$ cat src/rtl/core/tank_fill_and_pump_controller_unit_defines.svh
// ----------------------------------------------------------------------------
// tank fill and pump controller assertion macros
// shared property forms for the checks at the end of the top level
// ----------------------------------------------------------------------------
`ifndef TANK_FILL_AND_PUMP_CONTROLLER_UNIT_DEFINES_SVH
`define TANK_FILL_AND_PUMP_CONTROLLER_UNIT_DEFINES_SVH

// same-cycle implication, held off during reset
`define TFPC_ASSERT_NOW(lbl, ante, cons, msg) \
	lbl: assert property (@(posedge clk) disable iff (!arst_n) (ante) |-> (cons)) \
		else $error(msg);

// next-cycle implication, held off during reset
`define TFPC_ASSERT_NEXT(lbl, ante, cons, msg) \
	lbl: assert property (@(posedge clk) disable iff (!arst_n) (ante) |=> (cons)) \
		else $error(msg);

`endif

$ cat src/rtl/core/tfpc_pkg.sv
// ----------------------------------------------------------------------------
// tfpc_pkg
// types, codes and constants shared by the tank fill and pump controller
// ----------------------------------------------------------------------------
`timescale 1ns / 1ps

package tfpc_pkg;

	// field widths
	localparam int unsigned WEIGHT_W = 16;
	localparam int unsigned TIME_W   = 32;
	localparam int unsigned CFG_W    = 32;
	localparam int unsigned CIDX_W   = 3;

	// working widths of the fill arithmetic
	localparam int unsigned NUM_W  = 31;
	localparam int unsigned QUO_W  = 22;
	localparam int unsigned FI_W   = 14;
	localparam int unsigned DEP_W  = 10;
	localparam int unsigned PROD_W = NUM_W + QUO_W;

	// control constants
	localparam logic [WEIGHT_W-1:0] DEPTH_LIMIT  = 16'd1000;
	localparam logic [FI_W-1:0]     FILL_DEFAULT = 14'd1000;
	localparam logic [FI_W-1:0]     AVAIL_SCALE  = 14'd12495;
	localparam logic [16:0]         RUN_SCALE    = 17'd120000;

	// constant divisors and their reciprocals, floor(2^k / c)
	localparam int unsigned SH_1000 = 24;
	localparam int unsigned SH_833  = 31;
	localparam int unsigned SH_5    = 24;
	localparam logic [9:0] DIVC_1000 = 10'd1000;
	localparam logic [9:0] DIVC_833  = 10'd833;
	localparam logic [9:0] DIVC_5    = 10'd5;
	localparam logic [QUO_W-1:0] RCP_1000 = QUO_W'((64'd1 << SH_1000) / 64'd1000);
	localparam logic [QUO_W-1:0] RCP_833  = QUO_W'((64'd1 << SH_833) / 64'd833);
	localparam logic [QUO_W-1:0] RCP_5    = QUO_W'((64'd1 << SH_5) / 64'd5);

	// configuration register indexes
	typedef enum logic [CIDX_W-1:0] {
		REG_MAX_WEIGHT   = 3'd0,
		REG_HYSTERESIS   = 3'd1,
		REG_MAX_FILL_INC = 3'd2,
		REG_MIN_PUMP_WT  = 3'd3,
		REG_MIN_RECHARGE = 3'd4,
		REG_WELL_FRESH   = 3'd5,
		REG_MAX_RUN      = 3'd6,
		REG_PUMP_REST    = 3'd7
	} cfg_reg_t;

	// controller states
	typedef enum logic [3:0] {
		ST_IDLE,
		ST_PREP,
		ST_EST_A,
		ST_FIX_A,
		ST_FILL,
		ST_RUN_MUL,
		ST_EST_B,
		ST_FIX_B,
		ST_SCALE,
		ST_EST_C,
		ST_FIX_C,
		ST_COMMIT
	} ctrl_state_t;

	// datapath operations
	typedef enum logic [3:0] {
		DP_NOP,
		DP_LOAD,
		DP_PREP,
		DP_EST,
		DP_FIX,
		DP_FILL,
		DP_RUN_MUL,
		DP_SCALE,
		DP_COMMIT
	} dp_op_t;

	// constant divider selection
	typedef enum logic [1:0] {
		DIV_1000,
		DIV_833,
		DIV_5
	} div_sel_t;

	// command word from controller to datapath
	typedef struct packed {
		dp_op_t   op;
		div_sel_t dsel;
	} dp_cmd_t;

endpackage

$ cat src/rtl/core/tfpc_ctrl.sv
// ----------------------------------------------------------------------------
// tfpc_ctrl
// sequencer for one tick: input capture, fill arithmetic steps, commit
// ----------------------------------------------------------------------------
`timescale 1ns / 1ps

module tfpc_ctrl (
	input  logic              clk,
	input  logic              arst_n,
	input  logic              in_valid,
	output logic              in_stall,
	output logic              out_valid,
	input  logic              out_stall,
	output tfpc_pkg::dp_cmd_t cmd
);
	import tfpc_pkg::*;

	ctrl_state_t state_q;
	ctrl_state_t state_nxt;
	logic        out_valid_q;
	logic        commit;
	logic        out_free;

	// output slot is free when empty or being taken this cycle
	assign out_free = !out_valid_q || !out_stall;

	// state register
	always_ff @(posedge clk or negedge arst_n) begin
		if (!arst_n) begin
			state_q <= ST_IDLE;
		end else begin
			state_q <= state_nxt;
		end
	end

	// next state and commands
	always_comb begin
		state_nxt = state_q;
		cmd.op    = DP_NOP;
		cmd.dsel  = DIV_1000;
		commit    = 1'b0;
		case (state_q)
			ST_IDLE: begin
				if (in_valid) begin
					cmd.op    = DP_LOAD;
					state_nxt = ST_PREP;
				end
			end
			ST_PREP: begin
				cmd.op    = DP_PREP;
				state_nxt = ST_EST_A;
			end
			ST_EST_A: begin
				cmd.op    = DP_EST;
				cmd.dsel  = DIV_1000;
				state_nxt = ST_FIX_A;
			end
			ST_FIX_A: begin
				cmd.op    = DP_FIX;
				cmd.dsel  = DIV_1000;
				state_nxt = ST_FILL;
			end
			ST_FILL: begin
				cmd.op    = DP_FILL;
				state_nxt = ST_RUN_MUL;
			end
			ST_RUN_MUL: begin
				cmd.op    = DP_RUN_MUL;
				state_nxt = ST_EST_B;
			end
			ST_EST_B: begin
				cmd.op    = DP_EST;
				cmd.dsel  = DIV_833;
				state_nxt = ST_FIX_B;
			end
			ST_FIX_B: begin
				cmd.op    = DP_FIX;
				cmd.dsel  = DIV_833;
				state_nxt = ST_SCALE;
			end
			ST_SCALE: begin
				cmd.op    = DP_SCALE;
				state_nxt = ST_EST_C;
			end
			ST_EST_C: begin
				cmd.op    = DP_EST;
				cmd.dsel  = DIV_5;
				state_nxt = ST_FIX_C;
			end
			ST_FIX_C: begin
				cmd.op    = DP_FIX;
				cmd.dsel  = DIV_5;
				state_nxt = ST_COMMIT;
			end
			ST_COMMIT: begin
				// state and result word change together, once the slot is free
				if (out_free) begin
					cmd.op    = DP_COMMIT;
					commit    = 1'b1;
					state_nxt = ST_IDLE;
				end
			end
			default: begin
				state_nxt = ST_IDLE;
			end
		endcase
	end

	// result word valid flag
	always_ff @(posedge clk or negedge arst_n) begin
		if (!arst_n) begin
			out_valid_q <= 1'b0;
		end else if (commit) begin
			out_valid_q <= 1'b1;
		end else if (!out_stall) begin
			out_valid_q <= 1'b0;
		end
	end

	assign in_stall  = (state_q != ST_IDLE);
	assign out_valid = out_valid_q;

endmodule

$ cat src/rtl/core/tfpc_dpath.sv
// ----------------------------------------------------------------------------
// tfpc_dpath
// configuration registers, controller state, fill arithmetic and rule logic
// ----------------------------------------------------------------------------
`timescale 1ns / 1ps

module tfpc_dpath (
	input  logic                               clk,
	input  logic                               arst_n,
	input  tfpc_pkg::dp_cmd_t                  cmd,
	input  logic                               cfg_we,
	input  logic [tfpc_pkg::CIDX_W-1:0]        cfg_index,
	input  logic [tfpc_pkg::CFG_W-1:0]         cfg_data,
	input  logic [tfpc_pkg::TIME_W-1:0]        now_ms,
	input  logic [tfpc_pkg::WEIGHT_W-1:0]      weight,
	input  logic [tfpc_pkg::WEIGHT_W-1:0]      well_depth,
	input  logic [tfpc_pkg::TIME_W-1:0]        well_good_time,
	input  logic                               run_enable,
	output logic                               valve_open,
	output logic                               well_on,
	output logic                               pump_on
);
	import tfpc_pkg::*;

	// configuration registers
	logic [WEIGHT_W-1:0] max_weight_q;
	logic [WEIGHT_W-1:0] hysteresis_q;
	logic [WEIGHT_W-1:0] max_fill_inc_q;
	logic [WEIGHT_W-1:0] min_pump_wt_q;
	logic [TIME_W-1:0]   min_recharge_q;
	logic [TIME_W-1:0]   well_fresh_q;
	logic [TIME_W-1:0]   max_run_q;
	logic [TIME_W-1:0]   pump_rest_q;

	// controller state
	logic                valve_q;
	logic                well_q;
	logic                pump_q;
	logic [WEIGHT_W-1:0] fill_stop_q;
	logic [TIME_W-1:0]   run_limit_q;
	logic [TIME_W-1:0]   open_time_q;
	logic [TIME_W-1:0]   close_time_q;
	logic [TIME_W-1:0]   pump_stop_q;

	// captured tick
	logic [TIME_W-1:0]   now_q;
	logic [WEIGHT_W-1:0] weight_q;
	logic [WEIGHT_W-1:0] depth_q;
	logic [TIME_W-1:0]   good_q;
	logic                run_q;

	// working registers
	logic [NUM_W-1:0] num_q;
	logic [QUO_W-1:0] quo_q;
	logic [FI_W-1:0]  fi_q;
	logic             fresh_q;
	logic             recharge_q;
	logic             run_over_q;
	logic             rest_q;

	// combinational helpers
	logic [WEIGHT_W-1:0] depth_diff;
	logic [DEP_W-1:0]    depth_avail;
	logic [23:0]         avail_prod;
	logic [QUO_W-1:0]    rcp;
	logic [9:0]          divc;
	logic [PROD_W-1:0]   est_prod;
	logic [QUO_W-1:0]    est_quo;
	logic [QUO_W:0]      quo_inc;
	logic [32:0]         fix_prod;
	logic [FI_W-1:0]     avail;
	logic [FI_W-1:0]     fi_sel;
	logic [30:0]         run_prod;
	logic [23:0]         scale6;
	logic [TIME_W-1:0]   run_cand;
	logic [TIME_W-1:0]   run_new;
	logic [WEIGHT_W:0]   wt_plus_hys;
	logic [WEIGHT_W:0]   minp_plus_hys;
	logic [WEIGHT_W:0]   stop_sum;
	logic [WEIGHT_W-1:0] stop_sat;
	logic                do_close;
	logic                do_fill;
	logic                well_off;
	logic                pump_stop;
	logic                pump_start;

	// configuration writes
	always_ff @(posedge clk or negedge arst_n) begin
		if (!arst_n) begin
			max_weight_q   <= '0;
			hysteresis_q   <= '0;
			max_fill_inc_q <= '0;
			min_pump_wt_q  <= '0;
			min_recharge_q <= '0;
			well_fresh_q   <= '0;
			max_run_q      <= '0;
			pump_rest_q    <= '0;
		end else if (cfg_we) begin
			case (cfg_reg_t'(cfg_index))
				REG_MAX_WEIGHT:   max_weight_q   <= cfg_data[WEIGHT_W-1:0];
				REG_HYSTERESIS:   hysteresis_q   <= cfg_data[WEIGHT_W-1:0];
				REG_MAX_FILL_INC: max_fill_inc_q <= cfg_data[WEIGHT_W-1:0];
				REG_MIN_PUMP_WT:  min_pump_wt_q  <= cfg_data[WEIGHT_W-1:0];
				REG_MIN_RECHARGE: min_recharge_q <= cfg_data;
				REG_WELL_FRESH:   well_fresh_q   <= cfg_data;
				REG_MAX_RUN:      max_run_q      <= cfg_data;
				REG_PUMP_REST:    pump_rest_q    <= cfg_data;
				default: begin
				end
			endcase
		end
	end

	// available fill from well depth, only meaningful up to the depth limit
	assign depth_diff  = DEPTH_LIMIT - depth_q;
	assign depth_avail = depth_diff[DEP_W-1:0];
	assign avail_prod  = depth_avail * AVAIL_SCALE;

	// constant divider: reciprocal estimate, then one correction step
	always_comb begin
		case (cmd.dsel)
			DIV_1000: begin
				rcp  = RCP_1000;
				divc = DIVC_1000;
			end
			DIV_833: begin
				rcp  = RCP_833;
				divc = DIVC_833;
			end
			DIV_5: begin
				rcp  = RCP_5;
				divc = DIVC_5;
			end
			default: begin
				rcp  = RCP_1000;
				divc = DIVC_1000;
			end
		endcase
	end

	assign est_prod = num_q * rcp;

	always_comb begin
		case (cmd.dsel)
			DIV_833: est_quo = est_prod[SH_833 +: QUO_W];
			DIV_5:   est_quo = est_prod[SH_5 +: QUO_W];
			default: est_quo = est_prod[SH_1000 +: QUO_W];
		endcase
	end

	assign quo_inc  = {1'b0, quo_q} + 1'b1;
	assign fix_prod = quo_inc * divc;

	// fill increment: with a fresh reading, the depth-based fill capped at max_fill_inc, else the default
	assign avail  = quo_q[FI_W-1:0];
	assign fi_sel = !fresh_q ? FILL_DEFAULT :
		(({2'b00, avail} < max_fill_inc_q) ? avail : max_fill_inc_q[FI_W-1:0]);

	// run time scaling, times 120000 then times 6
	assign run_prod = fi_q * RUN_SCALE;
	assign scale6   = {quo_q, 2'b00} + {1'b0, quo_q, 1'b0};

	// run limit, capped
	assign run_cand = {{(TIME_W-QUO_W){1'b0}}, quo_q};
	assign run_new  = (run_cand < max_run_q) ? run_cand : max_run_q;

	// fill stop weight, saturated
	assign stop_sum = {1'b0, weight_q} + {{(WEIGHT_W-FI_W+1){1'b0}}, fi_q};
	assign stop_sat = stop_sum[WEIGHT_W] ? {WEIGHT_W{1'b1}} : stop_sum[WEIGHT_W-1:0];

	// threshold sums
	assign wt_plus_hys   = {1'b0, weight_q} + {1'b0, hysteresis_q};
	assign minp_plus_hys = {1'b0, min_pump_wt_q} + {1'b0, hysteresis_q};

	// valve and well rules in priority order
	always_comb begin
		do_close = 1'b0;
		do_fill  = 1'b0;
		well_off = 1'b0;
		if (!run_q) begin
			do_close = 1'b1;
		end else if ({1'b0, weight_q} >= ({1'b0, max_weight_q} + {1'b0, hysteresis_q})) begin
			well_off = 1'b1;
			do_close = 1'b1;
		end else if (weight_q >= max_weight_q) begin
			do_close = 1'b1;
		end else if (valve_q && (weight_q > fill_stop_q)) begin
			do_close = 1'b1;
		end else if (depth_q > DEPTH_LIMIT) begin
			do_close = 1'b1;
		end else if (valve_q && run_over_q) begin
			do_close = 1'b1;
		end else if (recharge_q && (wt_plus_hys < {1'b0, max_weight_q})) begin
			do_fill = 1'b1;
		end
	end

	// pump rules
	assign pump_stop  = (weight_q <= min_pump_wt_q);
	assign pump_start = !pump_stop && ({1'b0, weight_q} > minp_plus_hys) && !pump_q && rest_q;

	// tick capture and working registers
	always_ff @(posedge clk) begin
		case (cmd.op)
			DP_LOAD: begin
				now_q    <= now_ms;
				weight_q <= weight;
				depth_q  <= well_depth;
				good_q   <= well_good_time;
				run_q    <= run_enable;
			end
			DP_PREP: begin
				num_q      <= {{(NUM_W-24){1'b0}}, avail_prod};
				fresh_q    <= ((now_q - good_q) < well_fresh_q);
				recharge_q <= ((now_q - close_time_q) >= min_recharge_q);
				run_over_q <= ((now_q - open_time_q) >= run_limit_q);
				rest_q     <= ((now_q - pump_stop_q) >= pump_rest_q);
			end
			DP_EST: begin
				quo_q <= est_quo;
			end
			DP_FIX: begin
				if ({2'b00, num_q} >= fix_prod) begin
					quo_q <= quo_inc[QUO_W-1:0];
				end
			end
			DP_FILL: begin
				fi_q <= fi_sel;
			end
			DP_RUN_MUL: begin
				num_q <= run_prod;
			end
			DP_SCALE: begin
				num_q <= {{(NUM_W-24){1'b0}}, scale6};
			end
			default: begin
			end
		endcase
	end

	// controller state update at commit
	always_ff @(posedge clk or negedge arst_n) begin
		if (!arst_n) begin
			valve_q      <= 1'b0;
			well_q       <= 1'b1;
			pump_q       <= 1'b0;
			fill_stop_q  <= '0;
			run_limit_q  <= '0;
			open_time_q  <= '0;
			close_time_q <= '0;
			pump_stop_q  <= '0;
		end else if (cmd.op == DP_COMMIT) begin
			if (do_close) begin
				if (valve_q) begin
					close_time_q <= now_q;
				end
				valve_q <= 1'b0;
				if (well_off) begin
					well_q <= 1'b0;
				end
			end else if (do_fill) begin
				run_limit_q <= run_new;
				if (!valve_q) begin
					fill_stop_q <= stop_sat;
					open_time_q <= now_q;
				end
				well_q  <= 1'b1;
				valve_q <= 1'b1;
			end
			if (pump_stop) begin
				if (pump_q) begin
					pump_stop_q <= now_q;
				end
				pump_q <= 1'b0;
			end else if (pump_start) begin
				pump_q <= 1'b1;
			end
		end
	end

	assign valve_open = valve_q;
	assign well_on    = well_q;
	assign pump_on    = pump_q;

endmodule

$ cat src/rtl/core/tank_fill_and_pump_controller_unit.sv
// ----------------------------------------------------------------------------
// tank_fill_and_pump_controller_unit
// fill valve, well contactor and delivery pump control, one word per tick
// ----------------------------------------------------------------------------
// input channel: in_valid / in_stall carry one tick word (time, weight, well
// depth, last good well time, run enable); it is taken when in_valid is high
// and in_stall is low. output channel: out_valid / out_stall carry the valve,
// well and pump states after that tick.
// the result word is registered at the commit step after the fill arithmetic,
// which runs as three constant divisions, each a reciprocal multiply on one
// shared multiplier and a correction step.
// the sequencer handles one tick at a time: in_stall stays high from the
// taken tick until its commit.
// stall: a finished word waits in the output register while in_stall drops
// and the next tick is taken; that tick holds before its commit until the
// waiting word has gone.
// reset: valve closed, well on, pump off, timers, fill stop and configuration registers zero.
// configuration: cfg_we writes cfg_data to register cfg_index; the user
// writes only while no tick is in work, which the block itself does not enforce.
// ----------------------------------------------------------------------------
`timescale 1ns / 1ps
`include "tank_fill_and_pump_controller_unit_defines.svh"

module tank_fill_and_pump_controller_unit (
	input  logic                          clk,
	input  logic                          arst_n,
	input  logic                          cfg_we,
	input  logic [tfpc_pkg::CIDX_W-1:0]   cfg_index,
	input  logic [tfpc_pkg::CFG_W-1:0]    cfg_data,
	input  logic                          in_valid,
	output logic                          in_stall,
	input  logic [tfpc_pkg::TIME_W-1:0]   now_ms,
	input  logic [tfpc_pkg::WEIGHT_W-1:0] weight,
	input  logic [tfpc_pkg::WEIGHT_W-1:0] well_depth,
	input  logic [tfpc_pkg::TIME_W-1:0]   well_good_time,
	input  logic                          run_enable,
	output logic                          out_valid,
	input  logic                          out_stall,
	output logic                          valve_open,
	output logic                          well_on,
	output logic                          pump_on
);
	import tfpc_pkg::*;

	dp_cmd_t cmd;

	// sequencer
	tfpc_ctrl u_ctrl (
		.clk       (clk),
		.arst_n    (arst_n),
		.in_valid  (in_valid),
		.in_stall  (in_stall),
		.out_valid (out_valid),
		.out_stall (out_stall),
		.cmd       (cmd)
	);

	// datapath
	tfpc_dpath u_dpath (
		.clk            (clk),
		.arst_n         (arst_n),
		.cmd            (cmd),
		.cfg_we         (cfg_we),
		.cfg_index      (cfg_index),
		.cfg_data       (cfg_data),
		.now_ms         (now_ms),
		.weight         (weight),
		.well_depth     (well_depth),
		.well_good_time (well_good_time),
		.run_enable     (run_enable),
		.valve_open     (valve_open),
		.well_on        (well_on),
		.pump_on        (pump_on)
	);

	// checks
	`TFPC_ASSERT_NEXT(a_busy_after_accept, in_valid && !in_stall, in_stall, "tick taken but block not busy")
	`TFPC_ASSERT_NOW(a_valve_needs_well, valve_open, well_on, "valve open with well off")
	`TFPC_ASSERT_NOW(a_state_at_commit, !$stable({valve_open, well_on, pump_on}), out_valid, "outputs changed without a result word")

endmodule
$ cat config.mk
export PLATFORM = sky130hd
export DESIGN_NAME = tank_fill_and_pump_controller_unit
export DESIGN_NICKNAME = d
export VERILOG_FILES = /design/src/rtl/core/tfpc_pkg.sv /design/src/rtl/core/tfpc_ctrl.sv /design/src/rtl/core/tfpc_dpath.sv /design/src/rtl/core/tank_fill_and_pump_controller_unit.sv
export VERILOG_INCLUDE_DIRS = /design/src /design/src/rtl/core
export SDC_FILE = /design/constraint.sdc
export NUM_CORES = 2
export LEC_CHECK = 0
export CAP_MARGIN = 15
export CORE_UTILIZATION = 45
export DETAILED_ROUTE_END_ITERATION = 10
export DONT_BUFFER_PORTS = 1
export SYNTH_ARGS = -nofsm -noshare
export SYNTH_HDL_FRONTEND = slang
export SYNTH_SLANG_ARGS = --single-unit
$ cat constraint.sdc
create_clock -name clk -period 11.89 [get_ports clk]
set_input_delay 0.5945 -clock clk [delete_from_list [all_inputs] [get_ports clk]]
set_output_delay 0.5945 -clock clk [all_outputs]
set_load 0.01 [all_outputs]
==> results.sh <==
export IMPL_synth_distinct_cells=84
export IMPL_drive_gt1_share_pct=6.98
export IMPL_synth_seq_cells=512
export IMPL_whs_ns=0.0457
export IMPL_tightest_slew_ns=1.17
export IMPL_worstHoldPathType="primary input to register"
export IMPL_synth_warnings=0
export IMPL_holdPathEnd="u_dpath.weight_q[3]"
export IMPL_clock_sinks=512
export IMPL_startpoint="u_ctrl.state_q[3]"
export IMPL_netlist_instances=6333
export IMPL_syn_to_final_growth_pct=7.68
export IMPL_maxCapViolations=0
export IMPL_ant_nets=0
export IMPL_grt_pass1_vias=46200
export IMPL_grt_first_pass_wirelength_mm=259
export IMPL_r2r_start="u_ctrl.state_q[3]"
export IMPL_hold_depth=0
export IMPL_setup_viol=0
export IMPL_cts_buffers=57
export IMPL_rr_worst_depth=28
export IMPL_dr_first_iter_drc_count=2293
export IMPL_die_area_mm2=0.143
export IMPL_clk_pin_slew_worst_paths_ns=0.07
export IMPL_synth_area_mm2=0.0635
export IMPL_period_minus_slack_ns=10.51
export IMPL_max_clock_path_buffers=3
export IMPL_synthFlopType="dfrtp_1"
export IMPL_wire_per_inst_um=19.7
export IMPL_final_nets=8227
export IMPL_cts_tree="yes"
export IMPL_cts_root_buf="clkbuf_16"
export IMPL_dp_hpwl_mm=133
export IMPL_core_area_mm2=0.140
export IMPL_fp_dieH_um=378
export IMPL_synth_nets=8161
export IMPL_grt_max_degree=344
export IMPL_cts_resized=0
export IMPL_dp_slack_ns=1.40
export IMPL_dr_pass1_iters=5
export IMPL_seq_area_frac_synth_pct=21.5
export IMPL_start_util_pct=45.4
export IMPL_place_gp_congestion=0.950
export IMPL_via_per_inst=5.34
export IMPL_grt_overflow_total=0
export IMPL_slowest_stage="a2111oi_0"
export IMPL_worstPathRequired_ns=12.26
export IMPL_r2r_end="u_dpath.quo_q[19]"
export IMPL_die_w_um=378
export IMPL_async_flop_share_pct=67.2
export IMPL_finClkSkew_ns=0.0295
export IMPL_synth_edf_count=168
export IMPL_slew_viol_final=0
export IMPL_fmaxAchievable_mhz=95.2
export IMPL_io_pins=142
export IMPL_fin_crit_sh_pct=88.4
export IMPL_htreeDepth=2
export IMPL_critical_path_max_stage_delay_ns=0.62
export IMPL_wl_mm=164
export IMPL_rsz0062_at_grt="false"
export IMPL_crit_path_frequent_cell="fa_1"
export IMPL_antenna_found_initial=2
export IMPL_crit_path_max_fanout=43
export IMPL_grt_usage_pct=23.4
export IMPL_finalHoldViolCount=0
export IMPL_vias=44400
export IMPL_avgSynthCellArea_um2=10.0
export IMPL_arrival_ns=10.88
export IMPL_std_cell_rows=137
export IMPL_drcViolationCount=0
export IMPL_clkLatencyLatePin_ns=0.65
export IMPL_min_delay_start="weight[3]"
export IMPL_end_kind="register"
export IMPL_status="finished clean"
export IMPL_fin_ws_ns=1.38
export IMPL_relSlewSlack_pct=21.6
export IMPL_worstSetupPathType="register to register"
export IMPL_fin_tns_setup_ns=0
export IMPL_finish_utilization_pct=48.9
export IMPL_rrSetupSlack_ns=1.38
export IMPL_setup_worst_path_start_class="register"
export IMPL_io_buffers=0
## cell type report
class / instances / area [µm²]
Timing Repair Buffer: 114 / 1070
Clock buffer: 74 / 1550
Clock inverter: 33 / 295
Fill cell: 13000 / 71300
Tap cell: 1876 / 2350
Sequential cell: 512 / 13700
Antenna cell: 2 / 5.00
Inverter: 1167 / 4380
Multi-Input combinational cell: 4547 / 45100
## sequential cells by signal, summed over array words and instances (netlist names), 22 cells and up
signal,cells
u_dpath.good_q,32
u_dpath.close_time_q,32
u_dpath.pump_rest_q,32
u_dpath.open_time_q,32
u_dpath.pump_stop_q,32
u_dpath.run_limit_q,32
u_dpath.well_fresh_q,32
u_dpath.now_q,32
u_dpath.num_q,31
u_dpath.min_recharge_q,32
u_dpath.quo_q,22
u_dpath.max_run_q,32
## cell usage in the layout (no fill, tap or decap), types with 208 or more instances in the layout
master,synthesis,routed
nand2_1,278,278
dfrtp_1,343,343
mux2_2,236,236
inv_1,1167,1167
o21ai_0,230,230
nor2_1,240,239
fa_1,652,652
a21o_1,208,208
ha_1,1039,1037
a21oi_1,303,302
## critical path, delay by kind of cell, from the launching register on
family / cells / cell delay, ns
adders and majority gates: 9 / 4.57
AOI/OAI and AO/OA: 12 / 3.60
and+or+nand+nor: 3 / 0.75
buffers and inverters: 4 / 0.75
DFF: 1 / 0.54
## logic make-up (layout without fill, tap and decap cells)
| group | count (synthesis) | after routing | synth area share (%) |
|---|---|---|---|
| adder cells (fa/ha/maj) | 1691 | 1691 | 41.0 |
| buffers and inverters | 1274 | 1388 | 7.62 |
| AND/OR/NAND/NOR | 1134 | 1134 | 9.05 |
| AO/OA/AOI/OAI | 1101 | 1101 | 11.2 |
| flip-flops | 512 | 512 | 21.5 |
| XOR/XNOR | 325 | 325 | 4.48 |
| multiplexers | 296 | 296 | 5.13 |
| other | 0 | 2 | 0 |
## worst max-delay path by stage
| stage | endpoint | slack, ns | depth (start not counted) |
|---|---|---|---|
| 4_1_cts | u_dpath.quo_q[19] | 1.36 | 28 |
| 3_3_place_gp | u_dpath.quo_q[19] | 1.61 | 28 |
| 6_report | u_dpath.quo_q[19] | 1.38 | 28 |
| 3_5_place_dp | u_dpath.quo_q[19] | 1.40 | 28 |
| 2_1_floorplan | u_dpath.quo_q[0] | 3.13 | 32 |
| 5_1_grt | u_dpath.quo_q[19] | 0.65 | 28 |
## layer usage
layer	wire length [µm]	track usage, %	part of all wire [%]	up-vias
li1	-	-	-	21400
met1	71700	30.6	44	21900
met2	80400	40.9	49	873
met3	7690	2.84	4.7	202
met4	3930	5.38	2.4	0
met5	0	0	0	-
## synthesized netlist by cell type, drive strengths merged (32+ instances only)
master  count  area share (%)
a211oi     33            0.39
a21o      208             2.5
a21oi     307             2.4
a31oi      32            0.32
and2       92            0.91
clkbuf     87            0.51
dfrtp     343              14
edfxtp    168             7.9
fa        652              21
ha       1039              20
inv      1167             6.9
mux2      236             4.2
mux2i      60            0.95
nand2     278             1.6
nand2b     95            0.94
nand3      66            0.52
nand4      52            0.51
nor2      240             1.4
nor2b     134             1.3
nor3       50            0.39
o21a       48            0.57
o21ai     236             1.9
o21bai     40            0.48
xnor2     184             2.5
xor2      141             1.9
## repair_timing
item                                   in CTS  in global routing
setup buffers                               0                  0
hold buffers                               59                  1
endpoints found under the hold margin     400                 34
## metrics by stage
step	instances	instance area [µm²]
global route	8323	68400
finish	8325	68400
detailed placement	8153	65800
CTS	8319	68300
floorplan	6333	63500
global placement	8152	65800
Power is not shown: default switching activity piles up to over one toggle a cycle in this logic, so the estimate is an artifact.
